## src/rtl/core/xsp_pkg.sv

```systemverilog
// xsp_pkg: shared types, constants and helper functions for the xor/sha-1 password encoder
// no dependencies; compiled first
package xsp_pkg;

  localparam int DIGEST_BYTES = 20;
  localparam int BYTE_CNT_W   = 5;
  localparam logic [BYTE_CNT_W-1:0] LAST_BYTE_IDX = BYTE_CNT_W'(DIGEST_BYTES - 1);

  localparam int MSG_W        = 8 * DIGEST_BYTES;
  localparam int QUEUE_DEPTH  = 2;
  localparam int QPTR_W       = $clog2(QUEUE_DEPTH);
  localparam int QCNT_W       = $clog2(QUEUE_DEPTH + 1);

  localparam int ROUND_W      = 7;
  localparam logic [ROUND_W-1:0] LAST_ROUND = ROUND_W'(79);

  // at most 24 characters: six groups of three digest bytes
  localparam int MAX_CHARS    = 24;
  localparam int GROUPS       = MAX_CHARS / 4;
  localparam int STREAM_W     = 6 * MAX_CHARS;

  localparam logic [31:0] IV0 = 32'h67452301;
  localparam logic [31:0] IV1 = 32'hEFCDAB89;
  localparam logic [31:0] IV2 = 32'h98BADCFE;
  localparam logic [31:0] IV3 = 32'h10325476;
  localparam logic [31:0] IV4 = 32'hC3D2E1F0;

  localparam logic [31:0] PAD_WORD = 32'h80000000;
  localparam logic [31:0] LEN_WORD = 32'(MSG_W);

  typedef logic [MSG_W-1:0] msg_t;

  typedef struct packed {
    logic valid;
    msg_t msg;
  } q_push_t;

  typedef struct packed {
    logic valid;
    msg_t msg;
  } q_head_t;

  typedef enum logic [1:0] {
    BK_IDLE,
    BK_ROUND,
    BK_FINAL,
    BK_EMIT
  } back_state_t;

  function automatic logic [31:0] sha_k(input logic [ROUND_W-1:0] rnd);
    if (rnd < ROUND_W'(20))      sha_k = 32'h5A827999;
    else if (rnd < ROUND_W'(40)) sha_k = 32'h6ED9EBA1;
    else if (rnd < ROUND_W'(60)) sha_k = 32'h8F1BBCDC;
    else                         sha_k = 32'hCA62C1D6;
  endfunction

  // 6-bit code to ascii; the two top codes reuse '0' and '1'
  function automatic logic [6:0] code_to_ascii(input logic [5:0] c);
    if (c < 6'd26)      code_to_ascii = 7'h41 + 7'(c);
    else if (c < 6'd52) code_to_ascii = 7'h61 + 7'(c - 6'd26);
    else if (c < 6'd62) code_to_ascii = 7'h30 + 7'(c - 6'd52);
    else if (c == 6'd62) code_to_ascii = 7'h30;
    else                code_to_ascii = 7'h31;
  endfunction

endpackage

```

## src/rtl/core/xsp_if.sv

```systemverilog
// xsp_in_if / xsp_out_if: valid/ready channel bundles for the encoder
// no dependencies
interface xsp_in_if;
  logic       valid;
  logic       ready;
  logic [7:0] target_byte;
  logic [7:0] master_byte;

  modport source (output valid, target_byte, master_byte, input ready);
  modport sink   (input valid, target_byte, master_byte, output ready);
endinterface

interface xsp_out_if;
  logic       valid;
  logic       ready;
  logic [6:0] char_code;
  logic       last_char;

  modport source (output valid, char_code, last_char, input ready);
  modport sink   (input valid, char_code, last_char, output ready);
endinterface

```

## src/rtl/core/xor_sha1_password_encoder_core.sv

```systemverilog
// xor_sha1_password_encoder_core: top level, xor-mix front end, message queue, sha-1 back end
// depends on xsp_pkg, xsp_if, xsp_front, xsp_fifo, xsp_back
//
//   channel  dir  beat payload                         handshake
//   in_ch    in   target_byte[7:0], master_byte[7:0]   valid/ready
//   out_ch   out  char_code[6:0], last_char            valid/ready
//
// a run is 20 input beats; it yields OUTPUT_CHARS characters, at most 24, the last one marked
// back end steps per run: load, 80 rounds, digest add, then the character emit, which holds
// while out_ch is not ready; all rounds go through the single shared sha-1 round unit
// input beats go at one per cycle; the queue holds two finished messages, so the front
// end only stalls on the closing beat of a run while the queue is full
// reset is synchronous, active low, and clears all control state
module xor_sha1_password_encoder_core #(
  parameter int OUTPUT_CHARS = 12
) (
  input  logic       clk,
  input  logic       rst_n,
  xsp_in_if.sink     in_ch,
  xsp_out_if.source  out_ch
);

  xsp_pkg::q_push_t q_push;
  xsp_pkg::q_head_t q_head;
  logic             q_pop;
  logic             q_full;

  xsp_front u_front (
    .clk    (clk),
    .rst_n  (rst_n),
    .in_ch  (in_ch),
    .q_full (q_full),
    .q_push (q_push)
  );

  xsp_fifo u_fifo (
    .clk    (clk),
    .rst_n  (rst_n),
    .q_push (q_push),
    .q_pop  (q_pop),
    .q_head (q_head),
    .q_full (q_full)
  );

  xsp_back #(
    .OUTPUT_CHARS (OUTPUT_CHARS)
  ) u_back (
    .clk    (clk),
    .rst_n  (rst_n),
    .q_head (q_head),
    .q_pop  (q_pop),
    .out_ch (out_ch)
  );

endmodule

```

## src/rtl/core/xsp_front.sv

```systemverilog
// xsp_front: takes byte pairs, xors them and assembles the 20-byte message
// depends on xsp_pkg, xsp_if
module xsp_front (
  input  logic                  clk,
  input  logic                  rst_n,
  xsp_in_if.sink                in_ch,
  input  logic                  q_full,
  output xsp_pkg::q_push_t      q_push
);

  localparam int HOLD_W = xsp_pkg::MSG_W - 8;

  logic [xsp_pkg::BYTE_CNT_W-1:0] count_r, count_nxt;
  logic [HOLD_W-1:0]              msg_r, msg_nxt;
  logic [7:0]                     mixed;
  logic                           accept;
  logic                           at_last;

  assign mixed   = in_ch.target_byte ^ in_ch.master_byte;
  assign at_last = (count_r == xsp_pkg::LAST_BYTE_IDX);
  // only the closing beat of a run needs room in the queue
  assign in_ch.ready = !at_last || !q_full;
  assign accept  = in_ch.valid && in_ch.ready;

  assign q_push.valid = accept && at_last;
  assign q_push.msg   = {msg_r, mixed};

  always_comb begin
    count_nxt = count_r;
    msg_nxt   = msg_r;
    if (accept) begin
      msg_nxt   = {msg_r[HOLD_W-9:0], mixed};
      count_nxt = at_last ? '0 : count_r + 1'b1;
    end
  end

  always_ff @(posedge clk) begin
    if (!rst_n) begin
      count_r <= '0;
    end else begin
      count_r <= count_nxt;
    end
  end

  always_ff @(posedge clk) begin
    msg_r <= msg_nxt;
  end

endmodule

```

## src/rtl/core/xsp_fifo.sv

```systemverilog
// xsp_fifo: short message queue between the byte front end and the hash back end
// depends on xsp_pkg
module xsp_fifo (
  input  logic                  clk,
  input  logic                  rst_n,
  input  xsp_pkg::q_push_t      q_push,
  input  logic                  q_pop,
  output xsp_pkg::q_head_t      q_head,
  output logic                  q_full
);

  xsp_pkg::msg_t               mem [xsp_pkg::QUEUE_DEPTH];
  logic [xsp_pkg::QPTR_W-1:0]  wr_ptr_r, wr_ptr_nxt;
  logic [xsp_pkg::QPTR_W-1:0]  rd_ptr_r, rd_ptr_nxt;
  logic [xsp_pkg::QCNT_W-1:0]  count_r, count_nxt;
  logic                        do_push, do_pop;

  assign q_full       = (count_r == xsp_pkg::QCNT_W'(xsp_pkg::QUEUE_DEPTH));
  assign q_head.valid = (count_r != '0);
  assign q_head.msg   = mem[rd_ptr_r];

  assign do_push = q_push.valid && !q_full;
  assign do_pop  = q_pop && q_head.valid;

  always_comb begin
    wr_ptr_nxt = wr_ptr_r;
    rd_ptr_nxt = rd_ptr_r;
    count_nxt  = count_r;
    if (do_push) begin
      wr_ptr_nxt = (wr_ptr_r == xsp_pkg::QPTR_W'(xsp_pkg::QUEUE_DEPTH - 1)) ? '0
                                                                          : wr_ptr_r + 1'b1;
    end
    if (do_pop) begin
      rd_ptr_nxt = (rd_ptr_r == xsp_pkg::QPTR_W'(xsp_pkg::QUEUE_DEPTH - 1)) ? '0
                                                                          : rd_ptr_r + 1'b1;
    end
    case ({do_push, do_pop})
      2'b10:   count_nxt = count_r + 1'b1;
      2'b01:   count_nxt = count_r - 1'b1;
      default: count_nxt = count_r;
    endcase
  end

  always_ff @(posedge clk) begin
    if (!rst_n) begin
      wr_ptr_r <= '0;
      rd_ptr_r <= '0;
      count_r  <= '0;
    end else begin
      wr_ptr_r <= wr_ptr_nxt;
      rd_ptr_r <= rd_ptr_nxt;
      count_r  <= count_nxt;
    end
  end

  always_ff @(posedge clk) begin
    if (do_push) begin
      mem[wr_ptr_r] <= q_push.msg;
    end
  end

  a_no_push_when_full: assert property (@(posedge clk) disable iff (!rst_n)
    q_push.valid |-> !q_full)
    else $error("message pushed into a full queue");

  a_count_bounded: assert property (@(posedge clk) disable iff (!rst_n)
    count_r <= xsp_pkg::QCNT_W'(xsp_pkg::QUEUE_DEPTH))
    else $error("queue count out of range");

endmodule

```

## src/rtl/core/xsp_back.sv

```systemverilog
// xsp_back: sha-1 over one padded block, one round per cycle, then 6-bit char emit
// depends on xsp_pkg, xsp_if
module xsp_back #(
  parameter int OUTPUT_CHARS = 12
) (
  input  logic                  clk,
  input  logic                  rst_n,
  input  xsp_pkg::q_head_t      q_head,
  output logic                  q_pop,
  xsp_out_if.source             out_ch
);

  localparam int NCHARS = (OUTPUT_CHARS > xsp_pkg::MAX_CHARS) ? xsp_pkg::MAX_CHARS
                                                               : OUTPUT_CHARS;
  localparam int IDX_W  = (NCHARS > 1) ? $clog2(NCHARS) : 1;
  localparam logic [IDX_W-1:0] LAST_IDX = IDX_W'(NCHARS - 1);

  xsp_pkg::back_state_t state_r, state_nxt;
  logic [xsp_pkg::ROUND_W-1:0] round_r, round_nxt;
  logic [31:0] a_r, b_r, c_r, d_r, e_r;
  logic [31:0] a_nxt, b_nxt, c_nxt, d_nxt, e_nxt;
  logic [31:0] pre_r, pre_nxt;
  logic [31:0] win_r [16];
  logic [31:0] win_nxt [16];
  logic [xsp_pkg::STREAM_W-1:0] stream_r, stream_nxt;
  logic [IDX_W-1:0] idx_r, idx_nxt;
  logic       out_valid_r, out_valid_nxt;
  logic [6:0] out_char_r, out_char_nxt;
  logic       out_last_r, out_last_nxt;

  logic [31:0] f_val, t_val, w_new, k_next;
  logic [xsp_pkg::ROUND_W-1:0] round_inc;
  logic [xsp_pkg::MSG_W-1:0] digest;
  logic        emit_load;

  assign out_ch.valid     = out_valid_r;
  assign out_ch.char_code = out_char_r;
  assign out_ch.last_char = out_last_r;

  assign round_inc = round_r + 1'b1;
  assign k_next    = xsp_pkg::sha_k(round_inc);
  assign emit_load = (state_r == xsp_pkg::BK_EMIT) && (!out_valid_r || out_ch.ready);

  always_comb begin
    if (round_r < xsp_pkg::ROUND_W'(20)) begin
      f_val = (b_r & c_r) | (~b_r & d_r);
    end else if (round_r < xsp_pkg::ROUND_W'(40)) begin
      f_val = b_r ^ c_r ^ d_r;
    end else if (round_r < xsp_pkg::ROUND_W'(60)) begin
      f_val = (b_r & c_r) | (b_r & d_r) | (c_r & d_r);
    end else begin
      f_val = b_r ^ c_r ^ d_r;
    end
  end

  // pre_r already holds e + k + w for this round
  assign t_val = {a_r[26:0], a_r[31:27]} + f_val + pre_r;

  always_comb begin
    logic [31:0] x;
    x     = win_r[13] ^ win_r[8] ^ win_r[2] ^ win_r[0];
    w_new = {x[30:0], x[31]};
  end

  // final chaining words, big-endian digest
  assign digest = {xsp_pkg::IV0 + a_r, xsp_pkg::IV1 + b_r, xsp_pkg::IV2 + c_r,
                   xsp_pkg::IV3 + d_r, xsp_pkg::IV4 + e_r};

  always_comb begin
    state_nxt     = state_r;
    round_nxt     = round_r;
    a_nxt         = a_r;
    b_nxt         = b_r;
    c_nxt         = c_r;
    d_nxt         = d_r;
    e_nxt         = e_r;
    pre_nxt       = pre_r;
    stream_nxt    = stream_r;
    idx_nxt       = idx_r;
    out_valid_nxt = out_valid_r && !out_ch.ready;
    out_char_nxt  = out_char_r;
    out_last_nxt  = out_last_r;
    q_pop         = 1'b0;
    for (int i = 0; i < 16; i++) begin
      win_nxt[i] = win_r[i];
    end

    unique case (state_r)
      xsp_pkg::BK_IDLE: begin
        if (q_head.valid) begin
          q_pop = 1'b1;
          for (int i = 0; i < 5; i++) begin
            win_nxt[i] = q_head.msg[xsp_pkg::MSG_W-1-32*i -: 32];
          end
          win_nxt[5] = xsp_pkg::PAD_WORD;
          for (int i = 6; i < 15; i++) begin
            win_nxt[i] = '0;
          end
          win_nxt[15] = xsp_pkg::LEN_WORD;
          a_nxt     = xsp_pkg::IV0;
          b_nxt     = xsp_pkg::IV1;
          c_nxt     = xsp_pkg::IV2;
          d_nxt     = xsp_pkg::IV3;
          e_nxt     = xsp_pkg::IV4;
          pre_nxt   = xsp_pkg::IV4 + xsp_pkg::sha_k('0)
                      + q_head.msg[xsp_pkg::MSG_W-1 -: 32];
          round_nxt = '0;
          state_nxt = xsp_pkg::BK_ROUND;
        end
      end
      xsp_pkg::BK_ROUND: begin
        a_nxt = t_val;
        b_nxt = a_r;
        c_nxt = {b_r[1:0], b_r[31:2]};
        d_nxt = c_r;
        e_nxt = d_r;
        // next round's e is this d, its word is win[1] after the shift
        pre_nxt = d_r + k_next + win_r[1];
        for (int i = 0; i < 15; i++) begin
          win_nxt[i] = win_r[i+1];
        end
        win_nxt[15] = w_new;
        round_nxt   = round_inc;
        if (round_r == xsp_pkg::LAST_ROUND) begin
          round_nxt = '0;
          state_nxt = xsp_pkg::BK_FINAL;
        end
      end
      xsp_pkg::BK_FINAL: begin
        // each group of three bytes packed little-endian, codes taken low first
        for (int g = 0; g < xsp_pkg::GROUPS; g++) begin
          stream_nxt[24*g +: 24] = {digest[xsp_pkg::MSG_W-1-8*(3*g+2) -: 8],
                                    digest[xsp_pkg::MSG_W-1-8*(3*g+1) -: 8],
                                    digest[xsp_pkg::MSG_W-1-8*(3*g) -: 8]};
        end
        idx_nxt   = '0;
        state_nxt = xsp_pkg::BK_EMIT;
      end
      xsp_pkg::BK_EMIT: begin
        if (emit_load) begin
          out_valid_nxt = 1'b1;
          out_char_nxt  = xsp_pkg::code_to_ascii(stream_r[5:0]);
          out_last_nxt  = (idx_r == LAST_IDX);
          stream_nxt    = {6'd0, stream_r[xsp_pkg::STREAM_W-1:6]};
          idx_nxt       = idx_r + 1'b1;
          if (idx_r == LAST_IDX) begin
            state_nxt = xsp_pkg::BK_IDLE;
          end
        end
      end
      default: state_nxt = xsp_pkg::BK_IDLE;
    endcase
  end

  always_ff @(posedge clk) begin
    if (!rst_n) begin
      state_r     <= xsp_pkg::BK_IDLE;
      round_r     <= '0;
      idx_r       <= '0;
      out_valid_r <= 1'b0;
    end else begin
      state_r     <= state_nxt;
      round_r     <= round_nxt;
      idx_r       <= idx_nxt;
      out_valid_r <= out_valid_nxt;
    end
  end

  always_ff @(posedge clk) begin
    a_r        <= a_nxt;
    b_r        <= b_nxt;
    c_r        <= c_nxt;
    d_r        <= d_nxt;
    e_r        <= e_nxt;
    pre_r      <= pre_nxt;
    stream_r   <= stream_nxt;
    out_char_r <= out_char_nxt;
    out_last_r <= out_last_nxt;
    for (int i = 0; i < 16; i++) begin
      win_r[i] <= win_nxt[i];
    end
  end

  a_round_range: assert property (@(posedge clk) disable iff (!rst_n)
    state_r == xsp_pkg::BK_ROUND |-> round_r <= xsp_pkg::LAST_ROUND)
    else $error("round counter past the last round");

  a_rounds_to_final: assert property (@(posedge clk) disable iff (!rst_n)
    state_r == xsp_pkg::BK_ROUND && round_r == xsp_pkg::LAST_ROUND
    |=> state_r == xsp_pkg::BK_FINAL)
    else $error("last round did not lead to the digest step");

  a_last_char_closes: assert property (@(posedge clk) disable iff (!rst_n)
    emit_load && idx_r == LAST_IDX
    |=> state_r == xsp_pkg::BK_IDLE && out_valid_r && out_last_r)
    else $error("final character not marked or run not closed");

endmodule
```

## src/flat_wrapper.sv

```systemverilog
// flat-port wrapper written by rule: the top's interface ports become plain ports
module xor_sha1_password_encoder_core_flat 
#(
  parameter int OUTPUT_CHARS = 12
)
  (clk, rst_n, in_ch_valid, in_ch_target_byte, in_ch_master_byte, in_ch_ready, out_ch_valid, out_ch_char_code, out_ch_last_char, out_ch_ready);
  xsp_in_if in_ch_i ();
  xsp_out_if out_ch_i ();
  input  logic clk;
  input  logic rst_n;
  input wire logic [$bits(in_ch_i.valid)-1:0] in_ch_valid;
  input wire logic [$bits(in_ch_i.target_byte)-1:0] in_ch_target_byte;
  input wire logic [$bits(in_ch_i.master_byte)-1:0] in_ch_master_byte;
  output wire logic [$bits(in_ch_i.ready)-1:0] in_ch_ready;
  output wire logic [$bits(out_ch_i.valid)-1:0] out_ch_valid;
  output wire logic [$bits(out_ch_i.char_code)-1:0] out_ch_char_code;
  output wire logic [$bits(out_ch_i.last_char)-1:0] out_ch_last_char;
  input wire logic [$bits(out_ch_i.ready)-1:0] out_ch_ready;
  assign in_ch_i.valid = in_ch_valid;
  assign in_ch_i.target_byte = in_ch_target_byte;
  assign in_ch_i.master_byte = in_ch_master_byte;
  assign in_ch_ready = in_ch_i.ready;
  assign out_ch_valid = out_ch_i.valid;
  assign out_ch_char_code = out_ch_i.char_code;
  assign out_ch_last_char = out_ch_i.last_char;
  assign out_ch_i.ready = out_ch_ready;
  xor_sha1_password_encoder_core #(.OUTPUT_CHARS(OUTPUT_CHARS)) u_core (.clk(clk), .rst_n(rst_n), .in_ch(in_ch_i), .out_ch(out_ch_i));
endmodule
```

## config.mk

```make
export PLATFORM = sky130hd
export DESIGN_NAME = xor_sha1_password_encoder_core_flat
export DESIGN_NICKNAME = d
export VERILOG_FILES = /design/src/rtl/core/xsp_pkg.sv /design/src/rtl/core/xsp_if.sv /design/src/rtl/core/xor_sha1_password_encoder_core.sv /design/src/rtl/core/xsp_front.sv /design/src/rtl/core/xsp_fifo.sv /design/src/rtl/core/xsp_back.sv /design/src/flat_wrapper.sv
export SDC_FILE = /design/constraint.sdc
export NUM_CORES = 2
export LEC_CHECK = 0
export BUFFER_PORTS_ARGS = -buffer_cell sky130_fd_sc_hd__buf_2
export CORE_MARGIN = 5
export CORE_UTILIZATION = 40
export CTS_CLUSTER_SIZE = 24
export DETAILED_ROUTE_END_ITERATION = 12
export GPL_ROUTABILITY_DRIVEN = 0
export PLACE_DENSITY = 0.57
export RECOVER_POWER = 100
export SETUP_SLACK_MARGIN = 0.02
export SYNTH_ARGS = -nofsm -noshare
export SYNTH_HDL_FRONTEND = slang
export SYNTH_SLANG_ARGS = --single-unit
```

## constraint.sdc

```tcl
create_clock -name clk -period 23.3 [get_ports clk]
set_input_delay 4.66 -clock clk [delete_from_list [all_inputs] [get_ports clk]]
set_output_delay 4.66 -clock clk [all_outputs]
set_load 0.005 [all_outputs]
```

# After elaboration in Yosys (flattened, before gate mapping)
# Memory sizes are Yosys's and may differ from the RTL's. A register that Yosys moved wholly into a read port is not among the register bits.
# Index checks and enable logic that the tools add are counted.
# W data, S select, Z words.
[totals]
reg_bits = 519
mem_bits_rw = 832
inputBits = 20
output_inout_bits = 10
wordCells = 148
n_memories = 2
[memory_table]
columns = ["memory", "words", "word_bits", "read_ports", "rd_ports_with_merged_regs", "wr", "line_no", "rtl"]
rows = [
  ["u_core.u_back.win_r", 16, 32, 16, 0, 16, "xsp_back.sv:23", "logic [31:0] win_r [16];"],
  ["u_core.u_fifo.mem", 2, 160, 1, 1, 1, "xsp_fifo.sv:12", "xsp_pkg::msg_t mem [xsp_pkg::QUEUE_DEPTH];"],
]
[op_classes]
n_addsub = 22
magnitude_cmp = 9
n_eq_ne = 14
n_mux = 48
n_bitwise = 14
reduce_logical = 21
[ops]
columns = ["op", "n"]
rows = [
  ["$pmux W512 S2", 1],
  ["$mux W512", 1],
  ["$pmux W32 S2", 6],
  ["$mux W32", 11],
  ["$pmux W144 S2", 1],
  ["$xor A32 B32 Y32", 5],
  ["$mux W144", 1],
  ["$add A32 B32 Y32", 4],
  ["$and A32 B32 Y32", 4],
  ["$add A32 B32 Y32 const A", 3],
  ["$or A32 B32 Y32", 3],
  ["$add A29 B32 Y32 const A", 2],
  ["$mux W7", 5],
  ["$add A31 B32 Y32 const A", 1],
  ["$not A32 Y32", 1],
  ["$mux W31", 1],
  ["$lt A7 B6 Y1 const B", 4],
  ["$lt A7 B5 Y1 const B", 2],
  ["$pmux W7 S2", 1],
  ["$lt A6 B6 Y1 const B", 2],
  ["$mux W1", 11],
  ["$eq A2 B2 Y1 const B", 4],
  ["$mux W2", 4],
  ["$pmux W2 S4", 1],
  ["other kinds (31)", 49],
]

# Longest topological paths before layout
[logic_depth]
depth_word = 9
depth_mapped = 21
depth_no_buf = 20

# Cells and area by module
# Synthesis repeated with hierarchy kept, for this count alone.
[unflattened]
cells_unflattened = 4318
area_unflattened_um2 = 60615.6
[by_module_without_submodules]
columns = ["mod", "n_inst", "cells_each", "area_per_inst_um2", "seq_area_each_um2"]
rows = [
  ["xsp_back", 1, 3604, 43923.4, 25864.8],
  ["xsp_fifo", 1, 524, 11771.3, 9709.3],
  ["xsp_front", 1, 190, 4921.0, 4664.5],
]

# Least setup slack after synthesis
# Ideal clock, no wire load.
[synth_path]
path_kind = "register to register"
startpoint = "reg u_core.u_back.state_r[1]"
endpoint = "reg u_core.u_back.round_r[5] (netlist bit)"
setup_ns = 0.129
t_arrival_ns = 16.250
required_time_ns = 23.171
setup_slack_ns = 6.921
path_stages_with_launch = 9
n_path_buf = 1
period_less_slack_ns = 16.379
cell_sequence = "dfxtp_1 inv_1 ha_1 clkbuf_1 o21ai_0 inv_1 o21ai_0 a21oi_1 nor2b_1"
[synth_via]
elab_chain_cells = 3
elab_cells_between_ends = 6
cone_classes = "eq/ne (2); mux (1); reduce/logical (3)"
[synth_lines]
columns = ["item", "line_no", "rtl"]
rows = [
  ["start, declared", "xsp_back.sv:18", "xsp_pkg::back_state_t state_r, state_nxt;"],
  ["start signal, assigned", "xsp_back.sv:157", "state_r <= xsp_pkg::BK_IDLE;"],
  ["start signal, assigned", "xsp_back.sv:162", "state_r <= state_nxt;"],
  ["$eq A2 B1 Y1 / $logic_not A2 Y1 (equally long branches)", "xsp_back.sv:88", "unique case (state_r)"],
  ["$reduce_bool A2 Y1 (no source line) / $ne A2 B1 Y1 (equally long branches)", "--", ""],
  ["$reduce_and A2 Y1 (no source line)", "--", ""],
  ["end signal, assigned", "xsp_back.sv:163", "round_r <= round_nxt;"],
  ["end, declared", "xsp_back.sv:19", "logic [xsp_pkg::ROUND_W-1:0] round_r, round_nxt;"],
]
# Parallel ways exist; a longest one is shown, timed or not.
# A chain may end at the register's enable or synchronous reset.

==> results.md <==
CTS:
- The clock reaches the later pin of the worst-skew pair after 0.78 ns.
- Gates resized during post-CTS repair numbered 0.
- The buffer type at the clock tree root is sky130_fd_sc_hd__clkbuf_16.
- The H-tree was split into 4 levels.
- The clock-pin transition on the worst setup and hold timing paths is 0.06 ns.
- The number of clock sinks is 1348.
- The number of hold buffers added after CTS was 0.
- The setup fix buffers added after clock tree synthesis is 0.
- TritonCTS built the clock tree.
- The clock passes through at most 3 buffers.
- The number of buffers created by CTS is 144.

Placed design:
- The count of buffers from port buffering is 29.
- The detailed-placement wirelength estimate is 86.44 mm.
- Including well taps, the total number of placed cells is 6462.

Yosys:
- The average instance in the mapped netlist occupies 13.30 sq um.
- The number of different library cells in the post-synthesis netlist is 85.
- The number of register bits inferred by synthesis is 1348.
- Counting flops with an async set or reset pin after synthesis yields a share of 0%.
- Among all flip-flop cells after synthesis, the most frequent one is sky130_fd_sc_hd__edfxtp_1.
- By area the synthesized netlist is led by sky130_fd_sc_hd__edfxtp_1 (66%), sky130_fd_sc_hd__and2_1 (3.8%), sky130_fd_sc_hd__xnor2_1 (3.3%).
- The cell area that synthesis handed to floorplanning was 60670 sq um.
- The largest area contributor in the synthesized netlist is sky130_fd_sc_hd__edfxtp_1.
- The number of cells produced by synthesis is 4561.
- The synthesis warning total is 0.
- Counting flops with a built-in enable in the synthesized netlist gives 1324.
- Sequential elements use 66.32% of the synthesized area.
- The top cell type by area accounts for 65.53% of the synthesized area.
- The net count after synthesis is 4756.

Power and ir drop:
- The design draws 7744 uW.
- The analysis attributes to cell leakage a power of 0.02205 uW.
- The peak ir drop on the vdd network is 134.3 uV.
- The areal power density over the cells is 114.8 nW/um^2.

Worst setup path:
- The worst setup path is captured at a flip-flop.
- The peak fanout along the critical path is 139.
- STA classifies the critical path startpoint as a flip-flop.
- Data on the critical path arrives at its endpoint at 14.69 ns.
- The critical path is of the flip-flop to flip-flop type.
- The required time of the worst setup path is 23.69 ns.

Detailed routing:
- The detailed router finished its first iteration with 2544 violations.
- The count of antenna-violating nets left after detailed routing is 0.
- The per-cell routed wire length is 20.00 um.
- The number of vias in the routed layout is 34250.
- Wires add up to 134.5 mm.
- After detailed routing, the number of remaining DRC violations is 0.
- For this run, the detailed router's first-pass iteration total came to 5.
- The via count normalized by instance count is 5.091.

STA:
- The hold violation total from the final report was 0.
- The highest clock rate is 0.06993 GHz.
- The worst path uses 61.37% of the clock period.
- The count of pins over their slew limit is 2032.
- The worst-case headroom to the max-slew limit is -316.6%.
- Setup violations remaining at the end of the flow were counted as 0.
- The final critical-path required period is 14.30 ns.
- Setup repair after global routing left no endpoint under its margin.
- For the pin with the worst max-slew slack, the measured transition is 6.214 ns.
- On the final layout, the worst clock skew is 0.03380 ns.
- After routing, the total negative slack on setup checks comes to 0 ns.

Final layout:
- The net count of the finished layout is 4773.
- The leading cell type in the layout, fill and taps excluded is sky130_fd_sc_hd__edfxtp_1.
- The final core area utilization is 44.58%.
- The library cells used most frequently in the layout, excluding fill and tap cells, are sky130_fd_sc_hd__edfxtp_1 (1324), sky130_fd_sc_hd__nand2_1 (493), sky130_fd_sc_hd__o21ai_0 (379).
- Leaving out filler cells and counting taps, the final layout contains 6727.
- Cells with a size suffix above 1 make up 6.919% of the layout.
- Compared with the post-synthesis result, the final layout area differs by 11.21%.
- The count of antenna diodes in the layout is 0.

Floorplanning:
- The floorplan step defined a die boundary enclosing 159600 sq um.
- For this design the top-level I/O count stands at 30.
- The chip width is 399.5 um.
- The floorplan die height is 399.5 um.
- The number of rows in the core area is 143.
- For this configuration, the core starts out at a cell density of 40.08%.
- The core outline area is 151400 sq um.

Status:
- The checks that failed: max-capacitance violations, max-slew violations.
- The flow ran to the end, but the final reports show violations.

Global routing:
- After global routing the overflow that remains totals 0.
- The initial antenna violation count is 2.
- The first global-routing pass estimated 205.2 mm of wire.
- The global-route usage over all layers is 16.80%.
- The number of global-route vias before repair is 33540.
- Entering global routing, the biggest net connects 208 pins.

Run:
- The tool flagged a number of max-cap violations equal to 27.

Min path:
- The path category of the worst min-delay check is flip-flop to flip-flop.
## synthesized netlist by cell type (all sizes together) (13+ instances only)
cell type / instances
nand2b: 54
and2: 371
o21ai: 389
nor2b: 20
nand3: 90
a211oi: 16
a21oi: 132
a21o: 30
xor2: 81
nor3: 42
nand2: 493
xnor2: 226
nor2: 208
o21a: 13
mux2: 61
or3: 17
mux2i: 162
a21boi: 13
edfxtp: 1324
inv: 227
o31ai: 16
nand4: 15
dfxtp: 24
fa: 85
a31oi: 22
o211ai: 18
buf: 30
ha: 90
nor4: 15
clkbuf: 161
## registers in the layout, indices dropped and copies added (netlist names), named ones only
signal	flops
u_core.u_back.c_r	32
u_core.u_front.msg_r	152
u_core.u_back.idx_r	4
u_core.u_fifo.count_r	2
u_core.u_back.e_r	28
u_core.u_back.state_r	2
u_core.u_back.pre_r	32
u_core.u_back.out_ch.valid	1
u_core.u_back.a_r	32
u_core.u_fifo.mem	320
u_core.u_back.win_r	512
u_core.u_back.b_r	32
u_core.u_back.stream_r	144
u_core.u_back.out_ch.char_code	7
u_core.u_fifo.wr_ptr_r	1
u_core.u_front.count_r	5
u_core.u_back.round_r	7
u_core.u_back.d_r	32
u_core.u_back.out_ch.last_char	1
u_core.u_fifo.rd_ptr_r	1
## area by class of cell
cell class                 instances  area (sq um)
multi-input combinational       2795         18810
clock inverter                    92         942.2
timing repair buffer              62         341.6
clock buffer                     173          3744
fill                           13800         83890
sequential                      1348         40240
tap                             2030          2540
inverter                         227         857.1
## final timing paths
path	from	endpoint	slack (ns)	depth (start not counted)
worst min register to register	u_core.u_front.msg_r[149]$_DFFE_PP_	u_core.u_fifo.mem[0][157]$_DFFE_PP_	0.44	0
worst max register to register	u_core.u_back.state_r[1]$_SDFFE_PN0P_	u_core.u_back.win_r[0][176]$_SDFFCE_PN0P_	9.00	7
worst min-delay path	u_core.u_front.msg_r[149]$_DFFE_PP_	u_core.u_fifo.mem[0][157]$_DFFE_PP_	0.44	0
worst max-delay path	u_core.u_back.state_r[1]$_SDFFE_PN0P_	u_core.u_back.win_r[0][176]$_SDFFCE_PN0P_	9.00	7
## through the flow
stage / hold WS, ns / area (sq um) / worst slack [ns]
6_report: 0.4377 / 67470 / 9.001
5_1_grt: 0.4515 / 67470 / 7.670
4_1_cts: 0.4440 / 67620 / 15.43
3_5_place_dp: 0.4312 / 62940 / 14.59
3_3_place_gp: 0.4228 / 62940 / 14.61
2_1_floorplan: 0.4215 / 60670 / 6.921
## logic make-up after synthesis
group           synth area share [%]
compound gates                 7.030
fa+ha+maj                      4.661
xor+xnor                       4.432
mux                            3.838
simple gates                   11.05
flops                          66.32
buf+inv                        2.675
## routing by layer
metal  wire length, um  global-route usage (%)  up-vias
li1                  -                       -    16350
met1             62720                   24.18    16970
met2             61700                   26.20      740
met3              6302                   2.678      190
met4              3791                   5.427        0
met5                 0                       0        -
## where the power goes
part	total [uW]	internal [uW]	leakage (uW)	switching [uW]
sequential	3530	3300	0.0122	232
combinational	1970	696	0.00753	1270
clock	2250	1270	0.00228	972
## worst max-delay path, cell delays in order (launching register included)
cell and delay (ns):
sky130_fd_sc_hd__dfxtp_1 0.33, sky130_fd_sc_hd__inv_1 0.11, sky130_fd_sc_hd__ha_1 2.18, sky130_fd_sc_hd__o21ai_0 0.80, sky130_fd_sc_hd__clkinvlp_2 3.87, sky130_fd_sc_hd__clkbuf_1 2.52, sky130_fd_sc_hd__clkbuf_1 2.81, sky130_fd_sc_hd__buf_4 1.14
No activity file was read; power rests on OpenSTA's default activity.
